<file path="config.mk">
export PLATFORM = sky130hd
export DESIGN_NAME = tlbp_ctrl
export DESIGN_NICKNAME = d
export VERILOG_FILES = /design/src/design/two_level_branch_predictor_defines.svh /design/src/design/tlbp_pkg.sv /design/src/design/tlbp_ctrl.sv
export SDC_FILE = /design/constraint.sdc
export NUM_CORES = 1
export LEC_CHECK = 0
export ABC_CLOCK_PERIOD_IN_PS = 3800
export BUFFER_PORTS_ARGS = -buffer_cell sky130_fd_sc_hd__buf_4
export CORE_AREA = 2 2 39 41
export CTS_CLUSTER_SIZE = 30
export DETAILED_ROUTE_END_ITERATION = 7
export DIE_AREA = 0 0 41 43
export GPL_ROUTABILITY_DRIVEN = 1
export GPL_TIMING_DRIVEN = 0
export SYNTH_ARGS = -nofsm -noshare
export SYNTH_HDL_FRONTEND = slang
export SYNTH_SLANG_ARGS = --single-unit
export TNS_END_PERCENT = 5
</file>
<file path="constraint.sdc">
create_clock -name i_clk -period 3.8 [get_ports i_clk]
set_input_delay 0.95 -clock i_clk [delete_from_list [all_inputs] [get_ports i_clk]]
set_output_delay 0.95 -clock i_clk [all_outputs]
set_load 0.005 [all_outputs]
</file>
<file path="src/design/two_level_branch_predictor_defines.svh">
// Assertion macros for the two-level branch predictor.
`ifndef TWO_LEVEL_BRANCH_PREDICTOR_DEFINES_SVH
`define TWO_LEVEL_BRANCH_PREDICTOR_DEFINES_SVH
// Implication checked on the same clock edge.
`define TLBP_ASSERT_NOW(label, clk, rst_n, ante, cons) \
    label: assert property (@(posedge clk) disable iff (!rst_n) (ante) |-> (cons)) \
        else $error("two_level_branch_predictor: assertion failed");
// Implication checked on the following clock edge.
`define TLBP_ASSERT_NEXT(label, clk, rst_n, ante, cons) \
    label: assert property (@(posedge clk) disable iff (!rst_n) (ante) |=> (cons)) \
        else $error("two_level_branch_predictor: assertion failed");
`endif

</file>
<file path="src/design/tlbp_pkg.sv">
// Shared constants and types of the two-level branch predictor.
package tlbp_pkg;
    localparam int BTB_ENTRIES = 32;
    localparam int IDX_W       = $clog2(BTB_ENTRIES);
    localparam int MAX_HISTORY = 8;
    localparam int ROW_SIZE    = 1 << MAX_HISTORY;
    localparam int TAG_W       = 32 - 2 - IDX_W;
    localparam int PRV_AW      = IDX_W + MAX_HISTORY;
    localparam int CFG_IDX_W   = 3;
    localparam int CFG_DATA_W  = 5;

    localparam logic [CFG_IDX_W-1:0] CFG_HIST_LEN   = 3'd0;
    localparam logic [CFG_IDX_W-1:0] CFG_TAG_LEN    = 3'd1;
    localparam logic [CFG_IDX_W-1:0] CFG_CNT_RESET  = 3'd2;
    localparam logic [CFG_IDX_W-1:0] CFG_GLOBAL_HIST = 3'd3;
    localparam logic [CFG_IDX_W-1:0] CFG_GLOBAL_TBL = 3'd4;
    localparam logic [CFG_IDX_W-1:0] CFG_SHARE_MODE = 3'd5;

    localparam logic [1:0] SHARE_PC_LOW  = 2'd1;
    localparam logic [1:0] SHARE_PC_HIGH = 2'd2;
    localparam logic [1:0] CNT_INIT      = 2'd1;
    localparam logic [1:0] CNT_MAX       = 2'd3;

    typedef struct packed {
        logic latch;
        logic look;
        logic alloc;
        logic fill_wr;
        logic clear_wr;
        logic step;
    } t_cmd;

    typedef struct packed {
        logic is_update;
        logic hit;
        logic gtable;
        logic fill_last;
        logic clear_last;
    } t_status;
endpackage

</file>
<file path="src/design/tlbp_ctrl.sv">
// Control state machine of the two-level branch predictor.
module tlbp_ctrl (
    input  logic            i_clk,
    input  logic            i_rst_n,
    input  logic            i_start,
    input  tlbp_pkg::t_status i_status,
    output tlbp_pkg::t_cmd  o_cmd,
    output logic            o_busy
);
    typedef enum logic [4:0] {
        S_CLEAR = 5'b00001,
        S_IDLE  = 5'b00010,
        S_LOOK  = 5'b00100,
        S_FILL  = 5'b01000,
        S_DATA  = 5'b10000
    } t_state;

    t_state r_state, n_state;

    always_ff @(posedge i_clk) begin
        if (!i_rst_n) begin
            r_state <= S_CLEAR;
        end else begin
            r_state <= n_state;
        end
    end

    always_comb begin
        n_state = r_state;
        o_cmd   = '0;
        case (r_state)
            S_CLEAR: begin
                o_cmd.clear_wr = 1'b1;
                if (i_status.clear_last) n_state = S_IDLE;
            end
            S_IDLE: begin
                if (i_start) begin
                    o_cmd.latch = 1'b1;
                    n_state = S_LOOK;
                end
            end
            S_LOOK: begin
                o_cmd.look = 1'b1;
                if (i_status.is_update && !i_status.hit) begin
                    o_cmd.alloc = 1'b1;
                    n_state = i_status.gtable ? S_LOOK : S_FILL;
                end else begin
                    n_state = S_DATA;
                end
            end
            S_FILL: begin
                o_cmd.fill_wr = 1'b1;
                if (i_status.fill_last) n_state = S_LOOK;
            end
            S_DATA: begin
                o_cmd.step = 1'b1;
                n_state = S_IDLE;
            end
            default: n_state = S_IDLE;
        endcase
    end

    assign o_busy = (r_state != S_IDLE);
endmodule

</file>
== Yosys cells after proc, flatten, opt, wreduce, memory -nomap -nowiden ==
Index checks and enable logic that the tools add are counted.
Word-level totals
  input bits: 8
  output and inout port bits: 7
  flip-flop bits (word level): 5
  word-level logic and storage cells: 26
Cells by class
  equal/unequal tests: 9
  reductions and logical operators: 3
  mux-type cells: 13
Operators with widths (number)
  5-bit 2-to-1 mux: 4
  5-bit one-hot mux with 4 select lines: 1
  1-bit 2-to-1 mux: 6
  2-bit != test (second input constant): 3
  5-bit by 1-bit equality test with 1-bit output (second input constant): 1
  5-bit by 2-bit equality test with 1-bit output (second input constant): 1
  5-bit by 3-bit equality test with 1-bit output (second input constant): 1
  5-bit by 4-bit equality test with 1-bit output (second input constant): 1
  5-bit equality test (second input constant): 1
  5-bit by 2-bit != test with 1-bit output (second input constant): 1
  4-bit 2-to-1 mux: 1
  3-bit AND reduction: 1
  2-bit 2-to-1 mux: 1
  1-bit logical AND: 1
  1-bit logical NOT: 1

== Logic depth before layout (Yosys ltp) ==
  depth in word-level cells: 4
  depth in mapped cells: 4
  gate-level depth less buffers: 3

== Worst setup path after synthesis ==
OpenSTA, ideal clock, no wires.
  path kind: input port to output port
  from: input i_status[4] in the netlist's numbering
  to: output o_cmd[3] in the netlist's numbering
  buffers on the path: 0
  required time: 2.850 ns
  arrival: 1.243 ns
  slack: 1.607 ns
  stages on the path: 2
  path through: nor2b_1 > and3_1
RTL lines
  start: declaration: RTL line tlbp_ctrl.sv:6  | input tlbp_pkg::t_status i_status,
  end: declaration: RTL line tlbp_ctrl.sv:7  | output tlbp_pkg::t_cmd o_cmd,

==> qor.yml <==
outcome:
  status: "complete, no violations"
drt:
  via_count: 356
  ant_nets: 0
  drc: 0
  wl_met2_microns: 405
  routed.top_layer: "met3"
  first_pass_iters: 4
  met1Wirelength_microns: 367
  met3_length_microns: 29
  via_per_inst: 4.88
  wl_microns: 802
  wl_per_cell_microns: 11.0
  drtIter0Drc: 6
synth:
  synth_warnings: 0
  synth_top_area_cell: "dfxtp_1"
  ys_async_sr_fraction: 0
  synth_edf_count: 0
  synthTopCellsByArea: "dfxtp_1 26%, o41ai_4 7.3%, buf_6 6.0%"
  synth_seq_cells: 5
  synth_cell_types: 28
  yosysSeqAreaShare: 0.265
  syn_area_sq_um: 378
  syn_area_per_cell_sq_um: 9.69
  synth_cells: 39
  synth.most_common_cell: "dfxtp_1"
  netlist.area_leader.share: 0.265
  syn_nets: 47
  synth-main-ff-cell: "dfxtp_1"
cells_and_area:
  top_regs: "r_state x5"
  largest_reg_flops: 5
  area_delta_synth_final_pct: 40.1
  stdcell_count: 73
  final_net_count: 66
  top_register: "r_state"
  fillers: 153
  antenna-diode-count: 0
  drive_above_1_share: 0.404
sta:
  finalSetupViolations: 0
  drv_slew: 0
  max_clock_freq_mhz: 413
  slew_headroom: 0.768
  layout_min_cycle_time_ns: 2.42
  finClkSkew_ns: 0.00214
  holdWs_ns: 0.632
  tightest_slew_ns: 0.347
  rsz0062_at_grt: "false"
  timing.final.ws_setup_ns: 1.38
  hold_viol_final: 0
  fin_tns_setup_ns: 0
  period_share: 0.637
power:
  ir_worst_vdd_uv: 107
  finalPower_uw: 156
  clockPowerShare: 0.398
  switching_share: 0.266
  power.leakage_uw: 0.000217
  powerDensity_mw_per_mm2: 294
  p_seq_frac: 0.373
  combinationalPowerShare: 0.229
  p_switching_uw: 41.4
  power.internal_uw: 114
clock_tree:
  cts_buffers: 3
  cts-root-buf: "clkbuf_4"
  cts_hold_buf: 0
  htreeDepth: 1
  cts_resized: 0
  cts_tree: "built"
  clock-sinks: 5
  clk-insertion-delay-late_ns: 0.24
  clock_path_buffers: 2
  cts.reportedPaths.clkPinSlew_ns: 0.05
  post_cts_buffers: 0
floorplanning:
  dieArea_sq_mm: 0.00176
  initial_utilization: 0.273
  row_count: 14
  core_area_sq_mm: 0.00138
  dieWidth_microns: 41
  ios: 15
  dieHeight_microns: 43
critical_path:
  worstSetupStartpoint: "i_status[4]"
  worstPathArrival_ns: 1.47
  path_cells: "buf_4 -> nor2b_1 -> and3_1 -> buf_4"
  cp_slowest_cell: "and3_1"
  cpPeakStageDelay_ns: 0.15
  cp-start-kind: "input port"
  rr_startpoint: "r_state[0]"
  critPathKind: "input port to output pin"
  crit_fanout: 2
  critPathRequiredTime_ns: 2.85
  cp-end-kind: "output pin"
  crit_path_frequent_cell: "buf_4"
min_path:
  worst_hold_startpoint: "r_state[4]"
  hold_path.class: "flop to flop"
global_routing:
  grt_pass1_wl_microns: 1270
  grt_antenna_before_repair: 0
  grt_pass1_vias: 304
  track_usage: 0.109
  grt_max_degree: 10
  grt_remaining_overflow: 0
placement:
  gp_congestion: 0.744
  hpwl_microns: 619
  dp.cells: 69
  dpl_worst_slack_ns: 1.38
  io_buffer_count: 14
run:
  maxCapViolations: 0
[final timing paths]
path | cells past startpoint | endpoint | slack, ns
max reg2reg | 4 | r_state[2] | 2.40
max | 4 | o_cmd[3] | 1.38
min | 3 | r_state[1] | 0.63
min reg2reg | 3 | r_state[1] | 0.63
[cell type report]
cell class,instances,area [sq um],share of cell area
multi-input combinational,31,251,0.475
timing repair buffer,14,105,0.199
sequential,5,100,0.189
clock buffer,4,26.3,0.0496
buffer,2,22.5,0.0426
tap,16,20.0,0.0378
inverter,1,3.75,0.00709
[cell usage in the layout (no fill, tap or decap)]
| master | n |
|---|---|
| or3b_4 | 1 |
| nand3_1 | 1 |
| clkbuf_1 | 1 |
| nor4_4 | 1 |
| o41ai_4 | 1 |
| clkbuf_4 | 3 |
| nor4b_1 | 1 |
| a21oi_1 | 1 |
| dfxtp_1 | 5 |
| nand2_1 | 1 |
| inv_1 | 1 |
| buf_6 | 2 |
| o21a_1 | 1 |
| nand3b_1 | 1 |
| a2111oi_1 | 1 |
| nor3_1 | 2 |
| a22oi_1 | 1 |
| buf_4 | 14 |
| xnor2_1 | 1 |
| nor3b_1 | 2 |
| nor2b_1 | 2 |
| nor4_1 | 2 |
| nand2b_1 | 1 |
| nand4_1 | 1 |
| and2b_1 | 1 |
| and3_1 | 2 |
| nor2_1 | 1 |
| or3_1 | 2 |
| nor3_4 | 1 |
| and2_1 | 1 |
| o22ai_1 | 1 |
[logic make-up after synthesis]
logic type,after synthesis,synth area share
and+or+nand+nor,24,0.474
buffers and inverters,3,0.0695
DFF,5,0.265
AOI/OAI and AO/OA,6,0.169
xor gates and xnor gates,1,0.0232
[layer usage]
layer,up-vias,global-route usage
li1,186,-
met1,160,0.131
met2,10,0.147
met3,0,0.0314
met4,0,0.100
met5,-,0
[power by group through the flow]
stage | clock network (uW) | registers, uW | logic (uW)
after global routing | 70.3 | 58.7 | 38.6
final | 61.9 | 58.1 | 35.6
after floorplan | 0 | 58.3 | 21.9
after global placement | 0 | 59.1 | 35.6
after detailed placement | 0 | 59.1 | 35.9
after CTS | 63.6 | 58.1 | 36.0
[per-stage QoR]
step | area, sq um | util
detailed placement | 503 | 0.363
floorplan | 378 | -
global placement | 503 | 0.363
global route | 529 | 0.382
finish | 529 | 0.382
CTS | 529 | 0.382
[worst max-delay path: cells and delay by family]
kind / cells / cell delay [ns]
simple gates: 2 / 0.28
buf+inv: 2 / 0.24
(Power assumes the default switching activity.)
